==> src/hw/rtl/lss_pkg.sv <==
// lss_pkg: shared constants, request and status codes and control structs
// for the lifo stack with search and remove; no dependencies
`default_nettype none

package lss_pkg;

    localparam int DEPTH       = 8;
    localparam int KEY_WIDTH   = 64;
    localparam int IDX_W       = $clog2(DEPTH);
    localparam int CNT_W       = $clog2(DEPTH + 1);

    localparam int KEY_IN_W    = 64;
    localparam int KEY_OUT_W   = 64;
    localparam int REQ_W       = 3;
    localparam int STATUS_W    = 2;
    localparam int OCC_W       = 4;

    localparam int IN_TDATA_W  = KEY_IN_W;
    localparam int IN_TUSER_W  = REQ_W;
    localparam int OUT_TDATA_W = ((KEY_OUT_W + OCC_W + 7) / 8) * 8;
    localparam int OUT_TUSER_W = STATUS_W + 1;

    typedef enum logic [REQ_W-1:0] {
        REQ_PUSH   = 3'd0,
        REQ_REMOVE = 3'd1,
        REQ_LIST   = 3'd2,
        REQ_COUNT  = 3'd3,
        REQ_SEARCH = 3'd4
    } t_req;

    typedef enum logic [STATUS_W-1:0] {
        ST_OK        = 2'd0,
        ST_FULL      = 2'd1,
        ST_EMPTY     = 2'd2,
        ST_NOT_FOUND = 2'd3
    } t_status;

    typedef struct packed {
        logic capture;
        logic exec;
    } t_dp_cmd;

    typedef struct packed {
        logic req_known;
        logic req_list;
        logic fill_zero;
        logic list_more;
    } t_dp_stat;

endpackage

`default_nettype wire

==> src/hw/rtl/lss_dp.sv <==
// lss_dp: datapath with request register, entry file, parallel key compare,
// gap-closing shift, list index and result register; uses lss_pkg
`default_nettype none

module lss_dp (
    input  wire logic                          i_clk,
    input  wire logic                          i_rst_n,
    input  wire lss_pkg::t_dp_cmd              i_cmd,
    output lss_pkg::t_dp_stat                  o_stat,
    input  wire logic [lss_pkg::REQ_W-1:0]     i_req,
    input  wire logic [lss_pkg::KEY_IN_W-1:0]  i_key,
    output logic [lss_pkg::STATUS_W-1:0]       o_status,
    output logic                               o_found,
    output logic [lss_pkg::KEY_OUT_W-1:0]      o_key_out,
    output logic [lss_pkg::OCC_W-1:0]          o_occupancy,
    output logic                               o_last
);
    import lss_pkg::*;

    t_req                 r_req;
    logic [KEY_WIDTH-1:0] r_key;
    logic [KEY_WIDTH-1:0] r_entries [DEPTH];
    logic [KEY_WIDTH-1:0] n_entries [DEPTH];
    logic [CNT_W-1:0]     r_fill, n_fill;
    logic [IDX_W-1:0]     r_idx, n_idx;

    t_status              r_status, n_status;
    logic                 r_found, n_found;
    logic [KEY_WIDTH-1:0] r_key_out, n_key_out;
    logic                 r_last, n_last;

    logic [DEPTH-1:0]     v_match;
    logic                 v_any;
    logic [IDX_W-1:0]     v_pos;
    logic [CNT_W-1:0]     v_rd_full;
    logic [IDX_W-1:0]     v_rd;
    logic                 v_full;
    logic                 v_empty;
    logic                 v_more;

    // parallel compare over the stored entries, topmost match wins
    always_comb begin
        v_any = 1'b0;
        v_pos = '0;
        for (int i = 0; i < DEPTH; i++) begin
            v_match[i] = (r_entries[i] == r_key) && (CNT_W'(i) < r_fill);
        end
        for (int i = 0; i < DEPTH; i++) begin
            if (v_match[i]) begin
                v_any = 1'b1;
                v_pos = IDX_W'(i);
            end
        end
    end

    assign v_full    = (r_fill == CNT_W'(DEPTH));
    assign v_empty   = (r_fill == '0);
    assign v_rd_full = r_fill - CNT_W'(1) - CNT_W'(r_idx);
    assign v_rd      = v_rd_full[IDX_W-1:0];
    assign v_more    = ((CNT_W'(r_idx) + CNT_W'(1)) != r_fill);

    always_comb begin
        n_entries = r_entries;
        n_fill    = r_fill;
        n_idx     = r_idx;
        n_status  = r_status;
        n_found   = r_found;
        n_key_out = r_key_out;
        n_last    = r_last;
        if (i_cmd.capture) begin
            n_idx = '0;
        end else if (i_cmd.exec) begin
            n_status  = ST_OK;
            n_found   = 1'b0;
            n_key_out = '0;
            n_last    = 1'b1;
            case (r_req)
                REQ_PUSH: begin
                    if (v_full) begin
                        n_status = ST_FULL;
                    end else begin
                        n_entries[r_fill[IDX_W-1:0]] = r_key;
                        n_fill = r_fill + CNT_W'(1);
                    end
                end
                REQ_REMOVE: begin
                    if (v_empty) begin
                        n_status = ST_EMPTY;
                    end else if (!v_any) begin
                        n_status = ST_NOT_FOUND;
                    end else begin
                        // close the gap above the removed entry
                        for (int i = 0; i < DEPTH - 1; i++) begin
                            if ((IDX_W'(i) >= v_pos) &&
                                ((CNT_W'(i) + CNT_W'(1)) < r_fill)) begin
                                n_entries[i] = r_entries[i+1];
                            end
                        end
                        n_fill    = r_fill - CNT_W'(1);
                        n_found   = 1'b1;
                        n_key_out = r_key;
                    end
                end
                REQ_LIST: begin
                    if (v_empty) begin
                        n_status = ST_EMPTY;
                    end else begin
                        n_key_out = r_entries[v_rd];
                        n_last    = !v_more;
                        n_idx     = r_idx + IDX_W'(1);
                    end
                end
                REQ_COUNT: begin
                    n_status = ST_OK;
                end
                REQ_SEARCH: begin
                    if (v_any) begin
                        n_found = 1'b1;
                    end else begin
                        n_status = ST_NOT_FOUND;
                    end
                end
                default: begin
                    n_status = r_status;
                    n_found  = r_found;
                    n_key_out = r_key_out;
                    n_last   = r_last;
                end
            endcase
        end
    end

    always_ff @(posedge i_clk) begin
        if (!i_rst_n) begin
            r_fill <= '0;
            r_idx  <= '0;
        end else begin
            r_fill <= n_fill;
            r_idx  <= n_idx;
        end
    end

    always_ff @(posedge i_clk) begin
        if (i_cmd.capture) begin
            r_req <= t_req'(i_req);
            r_key <= i_key[KEY_WIDTH-1:0];
        end
        r_entries <= n_entries;
        r_status  <= n_status;
        r_found   <= n_found;
        r_key_out <= n_key_out;
        r_last    <= n_last;
    end

    always_comb begin
        o_stat.req_known = (r_req == REQ_PUSH) || (r_req == REQ_REMOVE) ||
                           (r_req == REQ_LIST) || (r_req == REQ_COUNT) ||
                           (r_req == REQ_SEARCH);
        o_stat.req_list  = (r_req == REQ_LIST);
        o_stat.fill_zero = v_empty;
        o_stat.list_more = v_more;
    end

    assign o_status    = r_status;
    assign o_found     = r_found;
    assign o_key_out   = KEY_OUT_W'(r_key_out);
    assign o_occupancy = OCC_W'(r_fill);
    assign o_last      = r_last;

endmodule

`default_nettype wire

==> src/hw/rtl/lss_ctrl.sv <==
// lss_ctrl: controller state machine for request capture, execution,
// list stepping and the result valid flag; uses lss_pkg
`default_nettype none

module lss_ctrl (
    input  wire logic              i_clk,
    input  wire logic              i_rst_n,
    input  wire logic              i_s_tvalid,
    output logic                   o_s_tready,
    output logic                   o_m_tvalid,
    input  wire logic              i_m_tready,
    output lss_pkg::t_dp_cmd       o_cmd,
    input  wire lss_pkg::t_dp_stat i_stat
);
    import lss_pkg::*;

    typedef enum logic [2:0] {
        S_IDLE = 3'b001,
        S_EXEC = 3'b010,
        S_LIST = 3'b100
    } t_state;

    t_state r_state, n_state;
    logic   r_out_valid, n_out_valid;
    logic   v_out_free;
    logic   v_load;

    assign v_out_free = !r_out_valid || i_m_tready;

    always_comb begin
        n_state       = r_state;
        v_load        = 1'b0;
        o_cmd.capture = 1'b0;
        o_cmd.exec    = 1'b0;
        unique case (r_state)
            S_IDLE: begin
                if (i_s_tvalid) begin
                    o_cmd.capture = 1'b1;
                    n_state       = S_EXEC;
                end
            end
            S_EXEC: begin
                if (!i_stat.req_known) begin
                    n_state = S_IDLE;
                end else if (v_out_free) begin
                    o_cmd.exec = 1'b1;
                    v_load     = 1'b1;
                    if (i_stat.req_list && !i_stat.fill_zero && i_stat.list_more) begin
                        n_state = S_LIST;
                    end else begin
                        n_state = S_IDLE;
                    end
                end
            end
            S_LIST: begin
                if (v_out_free) begin
                    o_cmd.exec = 1'b1;
                    v_load     = 1'b1;
                    if (!i_stat.list_more) begin
                        n_state = S_IDLE;
                    end
                end
            end
            default: begin
                n_state = S_IDLE;
            end
        endcase
    end

    always_comb begin
        n_out_valid = r_out_valid && !i_m_tready;
        if (v_load) begin
            n_out_valid = 1'b1;
        end
    end

    always_ff @(posedge i_clk) begin
        if (!i_rst_n) begin
            r_state     <= S_IDLE;
            r_out_valid <= 1'b0;
        end else begin
            r_state     <= n_state;
            r_out_valid <= n_out_valid;
        end
    end

    assign o_s_tready = (r_state == S_IDLE);
    assign o_m_tvalid = r_out_valid;

endmodule

`default_nettype wire

==> src/hw/rtl/lifo_stack_with_search_and_remove.sv <==
// lifo_stack_with_search_and_remove: top level joining lss_ctrl and lss_dp
// behind stream ports; uses lss_pkg
//
//  channel | dir | tdata (low bit up)                | tuser (low bit up)     | tlast
//  s       | in  | key[63:0]                         | req_type[2:0]          | -
//  m       | out | key_out[63:0], occupancy[67:64],  | status[1:0], found[2]  | last
//          |     | zero[71:68]                       |                        |
//
// a request is captured in S_IDLE and executed in S_EXEC once the output
// register is free, unknown types give no result; one request at a time
// a list request on a non-empty stack emits one entry per cycle while the
// output register is free, fill_level entries in all, topmost first
// reset clears the fill level and the controller; entries need no clearing
// a stalled result holds in the output register; a new request is taken
// while it waits, and execution waits until the register frees
`default_nettype none

module lifo_stack_with_search_and_remove (
    input  wire logic                             i_clk,
    input  wire logic                             i_rst_n,
    input  wire logic                             s_tvalid,
    output logic                                  s_tready,
    input  wire logic [lss_pkg::IN_TDATA_W-1:0]   s_tdata,   // key
    input  wire logic [lss_pkg::IN_TUSER_W-1:0]   s_tuser,   // req_type
    output logic                                  m_tvalid,
    input  wire logic                             m_tready,
    output logic [lss_pkg::OUT_TDATA_W-1:0]       m_tdata,   // key_out, occupancy, zero
    output logic [lss_pkg::OUT_TUSER_W-1:0]       m_tuser,   // status, found
    output logic                                  m_tlast
);
    import lss_pkg::*;

    t_dp_cmd               w_cmd;
    t_dp_stat              w_stat;
    logic [STATUS_W-1:0]   w_status;
    logic                  w_found;
    logic [KEY_OUT_W-1:0]  w_key_out;
    logic [OCC_W-1:0]      w_occ;

    lss_ctrl u_ctrl (
        .i_clk      (i_clk),
        .i_rst_n    (i_rst_n),
        .i_s_tvalid (s_tvalid),
        .o_s_tready (s_tready),
        .o_m_tvalid (m_tvalid),
        .i_m_tready (m_tready),
        .o_cmd      (w_cmd),
        .i_stat     (w_stat)
    );

    lss_dp u_dp (
        .i_clk       (i_clk),
        .i_rst_n     (i_rst_n),
        .i_cmd       (w_cmd),
        .o_stat      (w_stat),
        .i_req       (s_tuser),
        .i_key       (s_tdata),
        .o_status    (w_status),
        .o_found     (w_found),
        .o_key_out   (w_key_out),
        .o_occupancy (w_occ),
        .o_last      (m_tlast)
    );

    assign m_tdata = OUT_TDATA_W'({w_occ, w_key_out});
    assign m_tuser = {w_found, w_status};

endmodule

`default_nettype wire
==> config.mk <==
export PLATFORM = sky130hd
export DESIGN_NAME = lifo_stack_with_search_and_remove
export DESIGN_NICKNAME = d
export VERILOG_FILES = /design/src/hw/rtl/lss_pkg.sv /design/src/hw/rtl/lss_dp.sv /design/src/hw/rtl/lss_ctrl.sv /design/src/hw/rtl/lifo_stack_with_search_and_remove.sv
export SDC_FILE = /design/constraint.sdc
export NUM_CORES = 2
export LEC_CHECK = 0
export BUFFER_PORTS_ARGS = -buffer_cell sky130_fd_sc_hd__clkbuf_2
export CORE_MARGIN = 2
export CORE_UTILIZATION = 55
export CTS_CLUSTER_DIAMETER = 80
export DETAILED_ROUTE_END_ITERATION = 10
export MAX_ROUTING_LAYER = met4
export PLACE_DENSITY_LB_ADDON = 0.05
export REMOVE_ABC_BUFFERS = 1
export SETUP_SLACK_MARGIN = 0.1
export SLEW_MARGIN = 40
export SYNTH_ARGS = -nofsm -noshare
export SYNTH_HDL_FRONTEND = slang
export SYNTH_SLANG_ARGS = --single-unit
==> constraint.sdc <==
create_clock -name i_clk -period 22 [get_ports i_clk]
set_input_delay 4.4 -clock i_clk [delete_from_list [all_inputs] [get_ports i_clk]]
set_output_delay 4.4 -clock i_clk [all_outputs]
set_load 0.01 [all_outputs]
# Yosys cells after proc, flatten, opt, wreduce, memory -nomap -nowiden
# Index checks and enable logic that the tools add are counted.
[word_totals]
output_inout_bits = 78
regBits = 658
wordCells = 195
in_bits = 71
[op_classes]
n_mux = 63
n_lt_le_gt_ge = 18
eq_ne = 31
bitwise = 6
n_reduce_logical = 54
addsub = 5
[op_table]
columns = ["cell", "count"]
rows = [
  ["2-to-1 mux 448 bit", 2],
  ["one-hot mux 448 bit (2 select lines)", 1],
  ["2-to-1 mux 64 bit", 13],
  ["bitwise mux 512 bit", 1],
  ["== test 64 bit", 8],
  ["2-to-1 mux 512 bit", 1],
  ["binary-select mux 64 bit (select 3 bit)", 1],
  ["demux 64 bit (select 3 bit)", 1],
  ["one-hot mux 64 bit (3 select lines)", 1],
  ["AND reduction 7 bit", 7],
  ["2-to-1 mux 3 bit", 10],
  ["logical AND 1 bit", 19],
  ["2-to-1 mux 1 bit", 18],
  ["inequality test 2 x 1 -> 1 bit (second input constant)", 9],
  ["< comparator 3 x 4 -> 1 bit (first input constant)", 4],
  ["AND reduction 3 bit", 5],
  ["2-to-1 mux 4 bit", 3],
  ["2-to-1 mux 2 bit", 5],
  ["one-hot mux 2 bit (5 select lines)", 1],
  ["== test 3 x 2 -> 1 bit (second input constant)", 3],
  ["greater-or-equal comparator 3 bit (first input constant)", 3],
  ["one-hot mux 3 bit (3 select lines)", 1],
  ["greater-or-equal comparator 4 bit (second input constant)", 2],
  ["< comparator 1 x 4 -> 1 bit (first input constant)", 2],
  ["other kinds (32)", 56],
]

# Depth between registers and ports, before layout
[logic_depth]
ltp_word = 15
mapped_depth = 14
depth_no_buf = 11

# Hierarchy
# A second synthesis with hierarchy kept.
[unflattened]
hier_cells = 2678
hier_area_um2 = 36476.2
[by_module_without_submodules]
columns = ["mod", "cells_each", "area_each_um2", "instances", "seq_area_each_um2"]
rows = [
  ["lss_dp", 2642, 36152.2, 1, 19568.8],
  ["lss_ctrl", 30, 282.8, 1, 80.1],
  ["lifo_stack_with_search_and_remove", 6, 41.3, 1, 0.0],
]

# Least setup slack after synthesis
# OpenSTA, ideal clock, no wires.
[synth_timing]
kind = "input port to flip-flop"
start = "in m_tready"
end = "reg u_dp.r_entries[448] in the netlist's numbering, enable pin"
arrival_ps = 10090
required_time_ps = 21410
setup_slack_ps = 11320
stages = 5
path_cell_list = "nand2b_1 nor2b_1 o2111ai_1 o21bai_1 a221oi_1"
[synth_between]
elab_chain_cells = 5
[synth_rtl]
columns = ["item", "line", "source"]
rows = [
  ["from (decl)", "lifo_stack_with_search_and_remove.sv:26", "input wire logic m_tready,"],
  ["logical OR 1 bit *", "lss_ctrl.sv:28", "assign v_out_free = !r_out_valid || i_m_tready;"],
  ["2-to-1 mux 1 bit *", "lss_ctrl.sv:45, lss_ctrl.sv:56", ""],
  ["2-to-1 mux 1 bit", "lss_ctrl.sv:43", "if (!i_stat.req_known) begin"],
  ["one-hot mux 1 bit (2 select lines) *", "lss_ctrl.sv:35", "unique case (r_state)"],
  ["AND reduction 7 bit (no source line) *", "n/a", ""],
  ["to (signal assigned)", "lss_dp.sv:148", "r_entries <= n_entries;"],
  ["to (decl)", "lss_dp.sv:22", "logic [KEY_WIDTH-1:0] r_entries [DEPTH];"],
]
# Every way passes the cells marked *; elsewhere a longest branch is shown, timed or not.
# A chain may end at the register's enable or synchronous reset.

# Worst setup path in the final report
# Ends and elaborated chain as after synthesis.

==> results.md <==
* Status: completed
* Synth area leaders: edfxtp_1 54%, a22o_1 11%, mux4_2 8.1%
* Vias at 24800
* H-tree levels at 3
* Routed Wire Length at 126 mm
* Top-area cell type share of the netlist area at 0.545
* Layout Utilization at 0.610
* Mapped Cells at 2532
* Die width at 259 um
* Hold buffer count at CTS at 0
* Reg2reg setup slack at 16.44 ns
* Clock power frac at 0.414
* Final setup vio count at 0
* R2R depth at 12
* Max frequency at 145 MHz
* GRT Total Usage at 0.388
* Area grow syn2layout at 10.0%
* FP Rows at 93
* PortBufs at 144
* Comb power frac at 0.079
* Crit. End Element: register
* Post_cts resized at 0
* Maxcap violations at 0
* Post-synth cell types at 58
* Sequential share of power at 0.507
* PD cells at 72.5 nW/um^2
* Worst min-delay path category: register to register
* Gpl congestion at 1.02
* Die area at 66900 um^2
* Switching Fraction at 0.251
* Fraction of registers with async set/reset at 0
* P_sw at 0.000715 W
* Starting DRC count in detailed routing at 4234
* Critical Path Start Type: input pin
* Worst-path fanout max at 34
* RR Endpoint: u_dp.r_entries[448]
* RSZ-0062 raised after global routing: no
* Final period utilization at 0.314
* Worst Setup SP: m_tready
* IO Count at 149
* Initial Utilization at 0.554
* Most common cell in the netlist: edfxtp_1
* Worst hold slack at 0.517 ns
* Worst r2r src: u_dp.r_key[40]
* Worst VDD drop at 0.0000620 V
* Top post-synthesis cells by count: 647 x edfxtp_1, 441 x a22o_1, 297 x xor2_1, 205 x xnor2_1, 144 x clkbuf_1
* DP Cell Count at 3305
* Count of final hold-check violations at 0
* Ratio of cells with drive above 1 in the final layout at 0.183
* CTS Root Buffer Type: clkbuf_16
* Fin cells at 3436
* Cts bufs inserted at 73
* Clock skew at 0.0193 ns
* Initial antenna violation count at 3
* Required @ worst endpoint at 22.26 ns
* Vias in the first global route at 23100
* GR Overflow Total at 0
* Largest net degree at the start of global routing at 126
* Syn_area_per_cell at 14.1 um^2
* Clk buf depth at 3
* Pre-antenna DRT Iters at 5
* Cell Area, Synth at 35700 um^2
* First-pass GRT wire length at 179 mm
* Post-synthesis sequential area ratio at 0.551
* Rel. slew slack at 0.326
* Slew @ Worst Pin at 1.00 ns
* DRT antenna net count at 0
* CTS clk-pin slew, worst paths at 0.06 ns
* WP data arrival at 7.15 ns
* Sink Count at 658
* Pleak at 13.2 nW
* Drc violations at 0
* Power Internal at 0.00213 W
* CP endpoint: u_dp.r_entries[448]
* Core ar. at 64300 um^2
* Synth warn at 0
* Post-synth EDFFs at 647
* Die Span Y at 259 um
* Fin. max-slew vios at 0
* Vias/cell at 7.20
* Period minus WS final at 6.90 ns
* Hpwl dp at 86.3 mm
* Critical path class: input pin to register
* TritonCTS clock tree: done
* Largest area contributor in the netlist: edfxtp_1
* Worst skew pair latency at 0.64 ns
* Postcts setup bufs at 0
* Synth Register Bits at 658
* WL/cell at 36.7 um
* Synth Flop Type: edfxtp_1
* Final net count at 2605
[area by class of cell]
cell class                 instances  area, um^2
fill                            5022       25100
sequential                       658       19700
clock inverter                    26         231
clock buffer                     100        1960
tap                              855        1070
multi-input combinational       1568       14900
timing repair buffer             202        1330
inverter                          25        95.1
antenna                            2        5.00
[cell families (layout without fill, tap and decap cells)]
family / Yosys count / after routing / synth area share
AO/OA/AOI/OAI: 575 / 575 / 0.139
XOR/XNOR: 502 / 502 / 0.123
adder cells (fa/ha/maj): 6 / 6 / 0.00231
buffers and inverters: 309 / 353 / 0.0387
flip-flops: 658 / 658 / 0.551
multiplexers: 196 / 196 / 0.0999
other: 1 / 6 / 0.000105
AND/OR/NAND/NOR: 285 / 285 / 0.0457
[worst min-delay path by stage]
stage,endpoint,cells past startpoint,from
2_1_floorplan,u_ctrl.r_state[1],2,u_ctrl.r_state[1]
3_3_place_gp,u_ctrl.r_state[1],2,u_ctrl.r_state[1]
3_5_place_dp,u_ctrl.r_state[1],2,u_ctrl.r_state[1]
4_1_cts,u_ctrl.r_state[1],2,u_ctrl.r_state[1]
5_1_grt,u_ctrl.r_state[1],2,u_ctrl.r_state[1]
6_report,u_ctrl.r_state[1],2,u_ctrl.r_state[1]
[critical path: stages]
cell and delay (ns):
clkbuf_2 0.07, nand2b_1 0.17, nor2b_1 0.32, o2111ai_1 0.29
o21bai_1 0.24, buf_4 0.24, a221oi_4 0.19, buf_4 0.50
buf_4 0.59
[per-stage QoR]
stage	power, W	TNS, ns	area [um^2]	setup slack, ns
4_1_cts	0.00284	0	39200	15.19
3_3_place_gp	0.00168	0	36700	14.17
6_report	0.00285	0	39200	15.10
5_1_grt	0.00290	0	39200	14.89
2_1_floorplan	0.00159	-3277.38	34400	-14.54
3_5_place_dp	0.00168	0	37000	14.55
[per-layer routing]
| layer | track usage | up-vias | wire, um |
|---|---|---|---|
| li1 | - | 9973 | - |
| met1 | 0.536 | 12700 | 49000 |
| met2 | 0.567 | 1762 | 57000 |
| met3 | 0.0759 | 268 | 14200 |
| met4 | 0.155 | 0 | 5910 |
| met5 | - | - | 0 |
[cell usage in the layout, fill, tap and decap left out, drive strengths merged, types with 58 or more instances in the layout]
| master | synthesis | routed |
|---|---|---|
| o2bb2ai | 64 | 64 |
| a22o | 441 | 441 |
| mux2i | 68 | 68 |
| edfxtp | 647 | 647 |
| xor2 | 297 | 297 |
| clkbuf | 144 | 244 |
| buf | 140 | 58 |
| nor4 | 83 | 83 |
| xnor2 | 205 | 205 |
| mux4 | 128 | 128 |
| nand4 | 66 | 66 |
[sequential cells by signal, summed over array words and instances, names as in the netlist]
| register | flops |
|---|---|
| u_dp.r_idx | 3 |
| u_dp.o_occupancy | 4 |
| u_dp.o_found | 1 |
| u_dp.o_key_out | 64 |
| u_dp.r_key | 64 |
| u_dp.o_status | 2 |
| u_ctrl.r_state | 3 |
| u_ctrl.o_m_tvalid | 1 |
| u_dp.r_entries | 512 |
| u_dp.r_req | 3 |
| u_dp.o_last | 1 |
[power groups by stage]
stage	combinational, W	sequential (W)	clock [W]
after global routing	0.000231	0.00145	0.00123
final	0.000225	0.00144	0.00118
after CTS	0.000216	0.00144	0.00118
after floorplan	0.000129	0.00146	0
after global placement	0.000210	0.00147	0
after detailed placement	0.000215	0.00147	0
Note: power is estimated with default switching activity, not from simulation.
